File: config.mk
export PLATFORM = sky130hd
export DESIGN_NAME = png_rgba_stored_encoder
export DESIGN_NICKNAME = d
export VERILOG_FILES = /design/src/design/pngse_pkg.sv /design/src/design/pngse_dp.sv /design/src/design/pngse_ctrl.sv /design/src/design/png_rgba_stored_encoder.sv
export SDC_FILE = /design/constraint.sdc
export NUM_CORES = 1
export LEC_CHECK = 0
export BUFFER_PORTS_ARGS = -buffer_cell sky130_fd_sc_hd__buf_2
export CAP_MARGIN = 25
export CORE_UTILIZATION = 60
export DETAILED_ROUTE_END_ITERATION = 10
export PLACE_DENSITY_LB_ADDON = 0.12
export SLEW_MARGIN = 20
export SYNTH_ARGS = -nofsm -noshare
export SYNTH_HDL_FRONTEND = slang
export SYNTH_SLANG_ARGS = --single-unit
export TNS_END_PERCENT = 100
File: constraint.sdc
create_clock -name clk -period 11.9 [get_ports clk]
set_clock_uncertainty 0.2 [all_clocks]
set_input_delay 1.19 -clock clk [delete_from_list [all_inputs] [get_ports clk]]
set_output_delay 1.19 -clock clk [all_outputs]
set_load 0.02 [all_outputs]
File: src/design/pngse_pkg.sv
`default_nettype none

package pngse_pkg;

    localparam int DIM_W      = 13;
    localparam int MAX_DIM    = 4096;
    localparam int RAW_W      = 27;
    localparam int IDX_W      = 6;
    localparam int SLOT_W     = 3;

    localparam logic [31:0] CRC_POLY   = 32'hEDB88320;
    localparam logic [31:0] CRC_ONES   = 32'hFFFFFFFF;
    localparam logic [16:0] ADLER_MOD  = 17'd65521;
    localparam logic [15:0] BLOCK_MAX  = 16'd65535;
    localparam logic [7:0]  ZLIB_CMF   = 8'h78;
    localparam logic [7:0]  ZLIB_FLG   = 8'h01;

    // Last index of each byte sequence
    localparam logic [IDX_W-1:0]  HDR_LAST  = 6'd42;
    localparam logic [IDX_W-1:0]  BLK_LAST  = 6'd4;
    localparam logic [IDX_W-1:0]  TRL_LAST  = 6'd19;
    localparam logic [SLOT_W-1:0] SLOT_LAST = 3'd4;

    // Register indexes on the configuration port
    typedef enum logic {
        REG_WIDTH  = 1'b0,
        REG_HEIGHT = 1'b1
    } reg_idx_t;

    typedef enum logic [2:0] {
        S_IDLE,
        S_HDR,
        S_RAW,
        S_BLK,
        S_TRL
    } state_t;

    typedef enum logic [1:0] {
        SEL_HDR,
        SEL_RAW,
        SEL_BLK,
        SEL_TRL
    } sel_t;

    typedef struct packed {
        logic              start;
        logic              pix;
        logic              emit;
        sel_t              sel;
        logic [IDX_W-1:0]  idx;
        logic              last;
        logic              fin;
    } ctl_cmd_t;

    typedef struct packed {
        logic body;
        logic col_zero;
        logic raw_zero;
        logic raw_one;
        logic blk_zero;
        logic trail;
        logic out_free;
    } dp_sts_t;

    // Byte k of a 32-bit word, most significant first
    function automatic logic [7:0] be_byte(input logic [31:0] v, input logic [1:0] k);
        logic [7:0] b;
        case (k)
            2'd0:    b = v[31:24];
            2'd1:    b = v[23:16];
            2'd2:    b = v[15:8];
            default: b = v[7:0];
        endcase
        return b;
    endfunction

    function automatic logic [7:0] png_sig(input logic [2:0] k);
        logic [7:0] b;
        case (k)
            3'd0:    b = 8'h89;
            3'd1:    b = 8'h50;
            3'd2:    b = 8'h4E;
            3'd3:    b = 8'h47;
            3'd4:    b = 8'h0D;
            3'd5:    b = 8'h0A;
            3'd6:    b = 8'h1A;
            default: b = 8'h0A;
        endcase
        return b;
    endfunction

    // One byte into the reflected CRC-32
    function automatic logic [31:0] crc_byte(input logic [31:0] c_in, input logic [7:0] b);
        logic [31:0] c;
        c = c_in ^ {24'd0, b};
        for (int i = 0; i < 8; i++) begin
            c = (c >> 1) ^ (CRC_POLY & {32{c[0]}});
        end
        return c;
    endfunction

endpackage

`default_nettype wire

File: src/design/pngse_dp.sv
`default_nettype none

module pngse_dp (
    input  wire logic                         clk,
    input  wire logic                         rst_n,
    input  wire pngse_pkg::ctl_cmd_t          cmd,
    output pngse_pkg::dp_sts_t                sts,
    input  wire logic [pngse_pkg::DIM_W-1:0]  cfg_width,
    input  wire logic [pngse_pkg::DIM_W-1:0]  cfg_height,
    input  wire logic [7:0]                   red,
    input  wire logic [7:0]                   green,
    input  wire logic [7:0]                   blue,
    input  wire logic [7:0]                   alpha,
    input  wire logic                         out_stall,
    output logic                              out_valid,
    output logic [7:0]                        out_byte,
    output logic                              last_of_run,
    output logic                              image_end
);

    localparam int DW = pngse_pkg::DIM_W;
    localparam int RW = pngse_pkg::RAW_W;

    logic          body_reg, body_next;
    logic [31:0]   crc_reg, crc_next;
    logic [15:0]   adl_lo_reg, adl_lo_next;
    logic [15:0]   adl_hi_reg, adl_hi_next;
    logic [DW-1:0] col_reg, col_next;
    logic [DW-1:0] row_reg, row_next;
    logic [15:0]   blk_left_reg, blk_left_next;
    logic [RW-1:0] raw_left_reg, raw_left_next;
    logic          trail_reg, trail_next;
    logic          out_valid_reg, out_valid_next;

    logic [7:0]    red_reg, green_reg, blue_reg, alpha_reg;
    logic [31:0]   idat_len_reg;
    logic [7:0]    out_byte_reg;
    logic          out_last_reg, out_end_reg;

    logic [7:0]    emit_byte;
    logic          emit_crc, emit_crc_rst;
    logic [1:0]    k;
    logic [1:0]    k1;
    logic [31:0]   crc_out;
    logic [15:0]   blk_size;
    logic [15:0]   blk_comp;
    logic          blk_final;
    logic [27:0]   raw_prod;
    logic [10:0]   blk_a;
    logic [16:0]   blk_s;
    logic [1:0]    blk_c;
    logic [11:0]   blk_cnt;
    logic [31:0]   idat_len;
    logic [16:0]   lo_sum, hi_sum;
    logic [15:0]   lo_mod, hi_mod;
    logic [DW-1:0] col_inc, row_inc;

    assign k       = cmd.idx[1:0];
    assign k1      = cmd.idx[1:0] - 2'd1;
    assign crc_out = crc_reg ^ pngse_pkg::CRC_ONES;

    // Size of a new stored block and its header fields
    assign blk_size  = (raw_left_reg < {11'd0, pngse_pkg::BLOCK_MAX}) ?
                       raw_left_reg[15:0] : pngse_pkg::BLOCK_MAX;
    assign blk_comp  = ~blk_size;
    assign blk_final = ({11'd0, blk_size} == raw_left_reg);

    // Raw byte count of the image: (4 * width + 1) * height
    assign raw_prod = {13'd0, cfg_width, 2'b01} * {15'd0, cfg_height};

    // Block count: 65536 = 1 mod 65535, so split raw into high and low halves
    assign blk_a   = raw_left_reg[26:16];
    assign blk_s   = {6'd0, blk_a} + {1'b0, raw_left_reg[15:0]};
    assign blk_c   = (blk_s == 17'd0) ? 2'd0 :
                     (blk_s <= {1'b0, pngse_pkg::BLOCK_MAX}) ? 2'd1 : 2'd2;
    assign blk_cnt = {1'b0, blk_a} + {10'd0, blk_c};
    assign idat_len = {5'd0, raw_left_reg} + ({20'd0, blk_cnt} * 32'd5) + 32'd6;

    // Adler-32 step on the emitted raw byte
    assign lo_sum = {1'b0, adl_lo_reg} + {9'd0, emit_byte};
    assign lo_mod = (lo_sum >= pngse_pkg::ADLER_MOD) ?
                    16'(lo_sum - pngse_pkg::ADLER_MOD) : lo_sum[15:0];
    assign hi_sum = {1'b0, adl_hi_reg} + {1'b0, lo_mod};
    assign hi_mod = (hi_sum >= pngse_pkg::ADLER_MOD) ?
                    16'(hi_sum - pngse_pkg::ADLER_MOD) : hi_sum[15:0];

    assign col_inc = col_reg + 1'b1;
    assign row_inc = row_reg + 1'b1;

    // Select the byte for the current sequence position
    always_comb
    begin
        emit_byte    = 8'd0;
        emit_crc     = 1'b0;
        emit_crc_rst = 1'b0;
        case (cmd.sel)
            pngse_pkg::SEL_HDR:
            begin
                case (cmd.idx) inside
                    [6'd0:6'd7]:   emit_byte = pngse_pkg::png_sig(cmd.idx[2:0]);
                    [6'd8:6'd11]:  emit_byte = pngse_pkg::be_byte(32'd13, k);
                    [6'd12:6'd15]: emit_byte = pngse_pkg::be_byte("IHDR", k);
                    [6'd16:6'd19]: emit_byte = pngse_pkg::be_byte({19'd0, cfg_width}, k);
                    [6'd20:6'd23]: emit_byte = pngse_pkg::be_byte({19'd0, cfg_height}, k);
                    6'd24:         emit_byte = 8'd8;
                    6'd25:         emit_byte = 8'd6;
                    [6'd26:6'd28]: emit_byte = 8'd0;
                    [6'd29:6'd32]: emit_byte = pngse_pkg::be_byte(crc_out, k1);
                    [6'd33:6'd36]: emit_byte = pngse_pkg::be_byte(idat_len_reg, k1);
                    [6'd37:6'd40]: emit_byte = pngse_pkg::be_byte("IDAT", k1);
                    6'd41:         emit_byte = pngse_pkg::ZLIB_CMF;
                    default:       emit_byte = pngse_pkg::ZLIB_FLG;
                endcase
                emit_crc     = ((cmd.idx >= 6'd12) && (cmd.idx <= 6'd28)) ||
                               (cmd.idx >= 6'd37);
                emit_crc_rst = (cmd.idx == 6'd12) || (cmd.idx == 6'd37);
            end
            pngse_pkg::SEL_RAW:
            begin
                case (cmd.idx[2:0])
                    3'd1:    emit_byte = red_reg;
                    3'd2:    emit_byte = green_reg;
                    3'd3:    emit_byte = blue_reg;
                    3'd4:    emit_byte = alpha_reg;
                    default: emit_byte = 8'd0;
                endcase
                emit_crc = 1'b1;
            end
            pngse_pkg::SEL_BLK:
            begin
                case (cmd.idx[2:0])
                    3'd0:    emit_byte = {7'd0, blk_final};
                    3'd1:    emit_byte = blk_size[7:0];
                    3'd2:    emit_byte = blk_size[15:8];
                    3'd3:    emit_byte = blk_comp[7:0];
                    default: emit_byte = blk_comp[15:8];
                endcase
                emit_crc = 1'b1;
            end
            default:
            begin
                case (cmd.idx) inside
                    [6'd0:6'd3]:   emit_byte = pngse_pkg::be_byte({adl_hi_reg, adl_lo_reg}, k);
                    [6'd4:6'd7]:   emit_byte = pngse_pkg::be_byte(crc_out, k);
                    [6'd8:6'd11]:  emit_byte = 8'd0;
                    [6'd12:6'd15]: emit_byte = pngse_pkg::be_byte("IEND", k);
                    default:       emit_byte = pngse_pkg::be_byte(crc_out, k);
                endcase
                emit_crc     = (cmd.idx <= 6'd3) ||
                               ((cmd.idx >= 6'd12) && (cmd.idx <= 6'd15));
                emit_crc_rst = (cmd.idx == 6'd12);
            end
        endcase
    end

    // Next state of the encoder
    always_comb
    begin
        body_next      = body_reg;
        crc_next       = crc_reg;
        adl_lo_next    = adl_lo_reg;
        adl_hi_next    = adl_hi_reg;
        col_next       = col_reg;
        row_next       = row_reg;
        blk_left_next  = blk_left_reg;
        raw_left_next  = raw_left_reg;
        trail_next     = trail_reg;
        out_valid_next = out_valid_reg && out_stall;

        if (cmd.start)
        begin
            body_next     = 1'b1;
            adl_lo_next   = 16'd1;
            adl_hi_next   = 16'd0;
            col_next      = '0;
            row_next      = '0;
            blk_left_next = 16'd0;
            raw_left_next = raw_prod[RW-1:0];
            trail_next    = 1'b0;
        end

        // Advance column and row at pixel intake
        if (cmd.pix)
        begin
            trail_next = 1'b0;
            if (col_inc >= cfg_width)
            begin
                col_next = '0;
                row_next = row_inc;
                if (row_inc >= cfg_height)
                begin
                    trail_next = 1'b1;
                    body_next  = 1'b0;
                end
            end
            else
            begin
                col_next = col_inc;
            end
        end

        if (cmd.emit)
        begin
            out_valid_next = 1'b1;
            if (emit_crc)
            begin
                crc_next = pngse_pkg::crc_byte(emit_crc_rst ? pngse_pkg::CRC_ONES : crc_reg,
                                               emit_byte);
            end
            if (cmd.sel == pngse_pkg::SEL_RAW)
            begin
                raw_left_next = raw_left_reg - 1'b1;
                blk_left_next = blk_left_reg - 1'b1;
                adl_lo_next   = lo_mod;
                adl_hi_next   = hi_mod;
            end
            if ((cmd.sel == pngse_pkg::SEL_BLK) && (cmd.idx == pngse_pkg::BLK_LAST))
            begin
                blk_left_next = blk_size;
            end
        end
    end

    // Control and checksum state
    always_ff @(posedge clk or negedge rst_n)
    begin
        if (!rst_n)
        begin
            body_reg      <= 1'b0;
            crc_reg       <= pngse_pkg::CRC_ONES;
            adl_lo_reg    <= 16'd1;
            adl_hi_reg    <= 16'd0;
            col_reg       <= '0;
            row_reg       <= '0;
            blk_left_reg  <= 16'd0;
            raw_left_reg  <= '0;
            trail_reg     <= 1'b0;
            out_valid_reg <= 1'b0;
        end
        else
        begin
            body_reg      <= body_next;
            crc_reg       <= crc_next;
            adl_lo_reg    <= adl_lo_next;
            adl_hi_reg    <= adl_hi_next;
            col_reg       <= col_next;
            row_reg       <= row_next;
            blk_left_reg  <= blk_left_next;
            raw_left_reg  <= raw_left_next;
            trail_reg     <= trail_next;
            out_valid_reg <= out_valid_next;
        end
    end

    // Payload: pixel bytes, IDAT length, output byte
    always_ff @(posedge clk)
    begin
        idat_len_reg <= idat_len;
        if (cmd.pix)
        begin
            red_reg   <= red;
            green_reg <= green;
            blue_reg  <= blue;
            alpha_reg <= alpha;
        end
        if (cmd.emit)
        begin
            out_byte_reg <= emit_byte;
            out_last_reg <= cmd.last;
            out_end_reg  <= cmd.fin;
        end
    end

    assign sts.body     = body_reg;
    assign sts.col_zero = (col_reg == '0);
    assign sts.raw_zero = (raw_left_reg == '0);
    assign sts.raw_one  = (raw_left_reg == RW'(1));
    assign sts.blk_zero = (blk_left_reg == 16'd0);
    assign sts.trail    = trail_reg;
    assign sts.out_free = !out_valid_reg || !out_stall;

    assign out_valid   = out_valid_reg;
    assign out_byte    = out_byte_reg;
    assign last_of_run = out_last_reg;
    assign image_end   = out_end_reg;

endmodule

`default_nettype wire

File: src/design/pngse_ctrl.sv
`default_nettype none

module pngse_ctrl (
    input  wire logic                 clk,
    input  wire logic                 rst_n,
    input  wire logic                 in_valid,
    output logic                      in_stall,
    input  wire logic                 func,
    input  wire pngse_pkg::dp_sts_t   sts,
    output pngse_pkg::ctl_cmd_t       cmd
);

    pngse_pkg::state_t                 state_reg, state_next;
    logic [pngse_pkg::IDX_W-1:0]       idx_reg, idx_next;
    logic [pngse_pkg::SLOT_W-1:0]      slot_reg, slot_next;
    logic                              accept;

    assign in_stall = (state_reg != pngse_pkg::S_IDLE);
    assign accept   = in_valid && !in_stall;

    // State register
    always_ff @(posedge clk or negedge rst_n)
    begin
        if (!rst_n)
        begin
            state_reg <= pngse_pkg::S_IDLE;
            idx_reg   <= '0;
            slot_reg  <= '0;
        end
        else
        begin
            state_reg <= state_next;
            idx_reg   <= idx_next;
            slot_reg  <= slot_next;
        end
    end

    // Sequence the bytes of each item
    always_comb
    begin
        state_next = state_reg;
        idx_next   = idx_reg;
        slot_next  = slot_reg;
        cmd        = '0;
        cmd.sel    = pngse_pkg::SEL_HDR;
        cmd.idx    = idx_reg;
        case (state_reg)
            pngse_pkg::S_IDLE:
            begin
                if (accept)
                begin
                    if (!func)
                    begin
                        cmd.start  = 1'b1;
                        idx_next   = '0;
                        state_next = pngse_pkg::S_HDR;
                    end
                    else if (sts.body)
                    begin
                        cmd.pix    = 1'b1;
                        slot_next  = sts.col_zero ? 3'd0 : 3'd1;
                        state_next = pngse_pkg::S_RAW;
                    end
                end
            end
            pngse_pkg::S_HDR:
            begin
                cmd.sel = pngse_pkg::SEL_HDR;
                if (sts.out_free)
                begin
                    cmd.emit = 1'b1;
                    cmd.last = (idx_reg == pngse_pkg::HDR_LAST);
                    if (idx_reg == pngse_pkg::HDR_LAST)
                    begin
                        state_next = pngse_pkg::S_IDLE;
                    end
                    else
                    begin
                        idx_next = idx_reg + 1'b1;
                    end
                end
            end
            pngse_pkg::S_RAW:
            begin
                cmd.sel = pngse_pkg::SEL_RAW;
                cmd.idx = {3'd0, slot_reg};
                if (sts.raw_zero)
                begin
                    // Drop the rest of the pixel once the plan is used up
                    idx_next   = '0;
                    state_next = sts.trail ? pngse_pkg::S_TRL : pngse_pkg::S_IDLE;
                end
                else if (sts.blk_zero)
                begin
                    idx_next   = '0;
                    state_next = pngse_pkg::S_BLK;
                end
                else if (sts.out_free)
                begin
                    cmd.emit = 1'b1;
                    cmd.last = !sts.trail && ((slot_reg == pngse_pkg::SLOT_LAST) || sts.raw_one);
                    if (slot_reg == pngse_pkg::SLOT_LAST)
                    begin
                        idx_next   = '0;
                        state_next = sts.trail ? pngse_pkg::S_TRL : pngse_pkg::S_IDLE;
                    end
                    else
                    begin
                        slot_next = slot_reg + 1'b1;
                    end
                end
            end
            pngse_pkg::S_BLK:
            begin
                cmd.sel = pngse_pkg::SEL_BLK;
                if (sts.out_free)
                begin
                    cmd.emit = 1'b1;
                    if (idx_reg == pngse_pkg::BLK_LAST)
                    begin
                        state_next = pngse_pkg::S_RAW;
                    end
                    else
                    begin
                        idx_next = idx_reg + 1'b1;
                    end
                end
            end
            pngse_pkg::S_TRL:
            begin
                cmd.sel = pngse_pkg::SEL_TRL;
                if (sts.out_free)
                begin
                    cmd.emit = 1'b1;
                    cmd.last = (idx_reg == pngse_pkg::TRL_LAST);
                    cmd.fin  = (idx_reg == pngse_pkg::TRL_LAST);
                    if (idx_reg == pngse_pkg::TRL_LAST)
                    begin
                        state_next = pngse_pkg::S_IDLE;
                    end
                    else
                    begin
                        idx_next = idx_reg + 1'b1;
                    end
                end
            end
            default:
            begin
                state_next = pngse_pkg::S_IDLE;
            end
        endcase
    end

    // Never load the output register while it holds an untaken item
    a_emit_free: assert property (@(posedge clk) disable iff (!rst_n)
        cmd.emit |-> sts.out_free)
        else $error("byte emitted into a busy output register");

    // A block header is only started while planned raw bytes remain
    a_blk_raw: assert property (@(posedge clk) disable iff (!rst_n)
        (state_reg == pngse_pkg::S_BLK) |-> !sts.raw_zero)
        else $error("block header with no raw bytes left");

    // The file's final byte also closes its item
    a_fin_last: assert property (@(posedge clk) disable iff (!rst_n)
        (cmd.emit && cmd.fin) |-> cmd.last)
        else $error("image end without last flag");

    // The trailer runs only after the image body has closed
    a_trl_idle: assert property (@(posedge clk) disable iff (!rst_n)
        (state_reg == pngse_pkg::S_TRL) |-> (!sts.body && sts.trail))
        else $error("trailer while image body open");

endmodule

`default_nettype wire

File: src/design/png_rgba_stored_encoder.sv
// PNG encoder for RGBA8 pixel streams using stored (uncompressed) deflate blocks.
// Input channel (in_valid/in_stall): func=0 starts a file, func=1 carries one
// pixel in red/green/blue/alpha. Output channel (out_valid/out_stall) carries
// the file one byte per item; last_of_run marks the last byte of each input
// item and image_end the final byte of the file.
// A start item yields 43 bytes (signature, IHDR, IDAT head, zlib header).
// A pixel yields its four bytes, a filter byte at each row start and a 5-byte
// block header when a new stored block opens; the last pixel adds 20 bytes
// (Adler-32, IDAT CRC, IEND). Pixels outside an image produce nothing.
// After intake the sequencer emits one byte per cycle while the output
// register is free; a new stored block adds a check step before its five
// header bytes. Each byte is registered in the output register before it is
// presented; when a block header opens first, the check step lies between
// intake and the first byte.
// in_stall is high while an item's bytes are being produced; the next item is
// taken while the last byte still waits in the output register.
// A stalled receiver holds the output register and pauses the sequencer.
// Reset sets width and height to 1 and leaves the encoder idle; write the size
// over APB (width at 0x0, height at 0x4, clamped to 1..4096) before a start.
`default_nettype none

module png_rgba_stored_encoder (
    input  wire logic        clk,
    input  wire logic        rst_n,
    input  wire logic        psel,
    input  wire logic        penable,
    input  wire logic        pwrite,
    input  wire logic [2:0]  paddr,
    input  wire logic [31:0] pwdata,
    output logic [31:0]      prdata,
    output logic             pready,
    input  wire logic        in_valid,
    output logic             in_stall,
    input  wire logic        func,
    input  wire logic [7:0]  red,
    input  wire logic [7:0]  green,
    input  wire logic [7:0]  blue,
    input  wire logic [7:0]  alpha,
    output logic             out_valid,
    input  wire logic        out_stall,
    output logic [7:0]       out_byte,
    output logic             last_of_run,
    output logic             image_end
);

    localparam int DW = pngse_pkg::DIM_W;

    logic [DW-1:0]        width_reg, height_reg;
    logic [DW-1:0]        wr_clamped;
    logic                 wr_en;
    pngse_pkg::reg_idx_t  wr_idx;
    pngse_pkg::ctl_cmd_t  cmd;
    pngse_pkg::dp_sts_t   sts;

    assign pready = 1'b1;
    assign wr_en  = psel && penable && pwrite && pready;
    assign wr_idx = pngse_pkg::reg_idx_t'(paddr[2]);

    // Clamp written size into 1..MAX_DIM
    assign wr_clamped = (pwdata[DW-1:0] == '0) ? DW'(1) :
                        (pwdata[DW-1:0] > DW'(pngse_pkg::MAX_DIM)) ?
                        DW'(pngse_pkg::MAX_DIM) : pwdata[DW-1:0];

    always_ff @(posedge clk or negedge rst_n)
    begin
        if (!rst_n)
        begin
            width_reg  <= DW'(1);
            height_reg <= DW'(1);
        end
        else if (wr_en)
        begin
            case (wr_idx)
                pngse_pkg::REG_WIDTH:  width_reg  <= wr_clamped;
                pngse_pkg::REG_HEIGHT: height_reg <= wr_clamped;
                default:               width_reg  <= width_reg;
            endcase
        end
    end

    // Read back the selected register (low address bits ignored)
    assign prdata = (wr_idx == pngse_pkg::REG_HEIGHT) ? {19'd0, height_reg} :
                    {19'd0, width_reg} | {29'd0, paddr[1:0] & 2'b00, 1'b0};

    pngse_ctrl u_ctrl (
        .clk      (clk),
        .rst_n    (rst_n),
        .in_valid (in_valid),
        .in_stall (in_stall),
        .func     (func),
        .sts      (sts),
        .cmd      (cmd)
    );

    pngse_dp u_dp (
        .clk         (clk),
        .rst_n       (rst_n),
        .cmd         (cmd),
        .sts         (sts),
        .cfg_width   (width_reg),
        .cfg_height  (height_reg),
        .red         (red),
        .green       (green),
        .blue        (blue),
        .alpha       (alpha),
        .out_stall   (out_stall),
        .out_valid   (out_valid),
        .out_byte    (out_byte),
        .last_of_run (last_of_run),
        .image_end   (image_end)
    );

endmodule

`default_nettype wire

==> results.cfg <==
[synthesis]
ys_warn_count = 0
synth_ff_type = dfrtp_1
syn_avg_cell_area_um2 = 8.34
synthArstFlopShare_pct = 71.0
ys_types = 109
yosysSeqAreaShare_pct = 24.5
synth_cells = 3051
ys_seq_elements = 245
synth-edff-count = 42
syn_area_um2 = 25400

[pwr]
p_total_mw = 9.37
power_density_nw_per_um2 = 345
vdd_drop_max_mv = 0.376
power_leakage_nw = 12.2

[layout]
largest_reg_flops = 32
mostFrequentLayoutCells = nand2_1, inv_1, nor2_1
drive_above_1_share_pct = 9.56
area_delta_synth_final_pct = 6.87
final_common_cell = nand2_1
nets = 3469

[die]
rows = 75
die_h_um = 208
io_pins = 120
die_area_um2 = 43200
start_util_pct = 60.8
die_w_um = 208
core-area_um2 = 41900

[hold_path]
min_to = u_dp.crc_reg[18]
hp-class = reg2reg
whs_path_depth = 2
min_from = u_dp.crc_reg[18]

[drt]
routed_wl_mm = 77.1
via_per_inst = 6.26
dr_total_vias = 22700
first_pass_iters = 5
drc = 0
drt_iter0_markers = 1806
wl_per_cell_um = 21.3
ant_nets = 0

[timing]
tightest_slew_ns = 1.03
post-route-period-util_pct = 93.8
slew_headroom_pct = 31.0
hold_viol_final = 0
slew_violations = 0
tns_ns = 0
post-route-min-period_ns = 11.16
setup_viol = 0
rsz0062_at_grt = no
max_freq_mhz = 89.6

[critical_path]
critPathMaxStageDelay_ns = 0.78
crit_type = reg2reg
r2r-start = u_ctrl.state_reg[0]
crit_path_top_delay_cell = or3b_2
worst_r2r_path_depth = 35
r2r-end = u_dp.adl_hi_reg[5]
crit_path_end_kind = register
path_buf_inv = 4
crit_family = compound AO/OA/AOI/OAI gates
arrival_ns = 11.42
startpoint_type = register
crit_fanout = 18
required_ns = 12.16
r2r_slack_ns = 0.74

[clock_network]
clockBufferDepth = 3
h-tree-depth = 1
cts_tree = done
cts.sinks = 245
clkSlewWorstSetupHoldPaths_ns = 0.07
worstSkewPairLatency_ns = 0.59
cts_buffers = 29
cts_root_buf = clkbuf_16
postCtsHoldBufs = 0

[grt]
grt_start_max_net_pins = 75
grt_pass1_wl_mm = 122
overflow = 0
antenna_found_initial = 0
grt_usage_pct = 35.6
grt_pass1_vias = 22400

[place]
io_buffers = 78
finalWeightedCongestion = 1.00
hpwlAfterDp_mm = 58.5

[outcome]
status = finished, final reports clean

[run]
maxCapViolations = 0
## stage by stage
step                setup slack (ns)  area [um^2]  cells  utilization, %  hold WS [ns]
floorplan                       1.88        25500   3070               -         0.257
global placement               0.691        26100   3562            62.4         0.281
detailed placement             0.531        26100   3562            62.4         0.285
CTS                            0.424        27100   3616            64.7         0.295
global route                  0.0426        27200   3624            65.0         0.312
finish                         0.743        27200   3625            65.0         0.294
## what timing repair did
item / 4_1_cts / 5_1_grt
setup buffers: 0 / 4
endpoints found under the setup margin: 0 / 10
gates resized for setup: 0 / 4
## report_power, final
group / total (mW) / internal, mW / leakage [nW] / switching, mW
Combinational: 6.86 / 2.75 / 8.88 / 4.11
Clock: 0.927 / 0.526 / 0.477 / 0.401
Sequential: 1.58 / 1.20 / 2.82 / 0.378
## metal layers
metal | track usage (%) | share of wire [%]
met1 | 44.5 | 40
met4 | 17.0 | 5.5
met5 | 0 | 0
met3 | 4.82 | 6.3
met2 | 60.8 | 48
## worst register-to-register path, delay by kind of cell (launching register included)
| kind | cells | cell delay, ns |
|---|---|---|
| AOI/OAI and AO/OA | 13 | 3.75 |
| and+or+nand+nor | 10 | 3.49 |
| adders and majority gates | 4 | 1.34 |
| buffers and inverters | 4 | 0.81 |
| DFF | 1 | 0.52 |
| muxes | 2 | 0.47 |
| xor gates and xnor gates | 2 | 0.45 |
## cell usage after synthesis (9+ instances only)
| master | count | area share (%) |
|---|---|---|
| or3_1 | 27 | 0.66 |
| a21o_1 | 33 | 0.97 |
| nand3_1 | 139 | 2.7 |
| clkbuf_1 | 113 | 1.7 |
| nor3_1 | 59 | 1.2 |
| dfxtp_1 | 29 | 2.3 |
| or2_2 | 10 | 0.25 |
| nor3b_1 | 15 | 0.44 |
| buf_4 | 35 | 1.0 |
| o21a_1 | 28 | 0.83 |
| xor2_1 | 69 | 2.4 |
| fa_1 | 145 | 11 |
| a21oi_1 | 126 | 2.5 |
| nand4_1 | 23 | 0.57 |
| o21ai_0 | 222 | 4.4 |
| o211ai_1 | 16 | 0.47 |
| o22ai_1 | 9 | 0.22 |
| a211o_1 | 11 | 0.38 |
| xnor2_1 | 139 | 4.8 |
| edfxtp_1 | 42 | 5.0 |
| nor2b_1 | 27 | 0.66 |
| dfstp_2 | 35 | 3.6 |
| and3_1 | 25 | 0.61 |
| ha_1 | 187 | 9.2 |
| mux2i_1 | 37 | 1.5 |
| inv_1 | 281 | 4.1 |
| mux2_2 | 15 | 0.66 |
| nor4_1 | 23 | 0.57 |
| buf_2 | 14 | 0.28 |
| nand2_1 | 387 | 5.7 |
| and2_1 | 36 | 0.89 |
| a221oi_1 | 14 | 0.48 |
| a311oi_1 | 10 | 0.34 |
| dfrtp_1 | 139 | 14 |
| a22oi_1 | 23 | 0.68 |
| nor2_1 | 222 | 3.3 |
| o31ai_1 | 18 | 0.53 |
| a211oi_1 | 13 | 0.38 |
| a31oi_1 | 28 | 0.69 |
| a22o_1 | 12 | 0.41 |
| nand2b_1 | 30 | 0.74 |
| o311ai_0 | 17 | 0.59 |
## kinds of logic after synthesis
family                   count (synthesis)  share of synthesized area, %
other                                    2                        0.0295
AND/OR/NAND/NOR                       1070                          19.9
AO/OA/AOI/OAI                          672                          17.2
buffers and inverters                  459                          7.61
XOR/XNOR                               216                          7.81
flip-flops                             245                          24.5
multiplexers                            55                          2.35
adder cells (fa/ha/maj)                332                          20.6
## worst max-delay path by stage
stage,startpoint,end,cells after the start
finish,u_ctrl.state_reg[0],u_dp.adl_hi_reg[5],35
global route,u_ctrl.state_reg[1],u_dp.adl_hi_reg[5],34
CTS,u_ctrl.state_reg[0],u_dp.adl_hi_reg[12],35
detailed placement,u_ctrl.state_reg[0],u_dp.adl_hi_reg[10],35
global placement,u_ctrl.state_reg[0],u_dp.adl_hi_reg[12],35
floorplan,u_ctrl.state_reg[0],u_dp.adl_hi_reg[5],37
## final cells by class
class,instances,area (um^2)
well taps,539,674
clock buffers,33,783
diodes,1,2.50
fillers,3616,14700
clock inverters,21,204
inverters,286,1070
flip-flops and latches,245,6240
repair buffers,134,835
multi-input cells,2366,17400
Power figures use the tool's default switching activity.
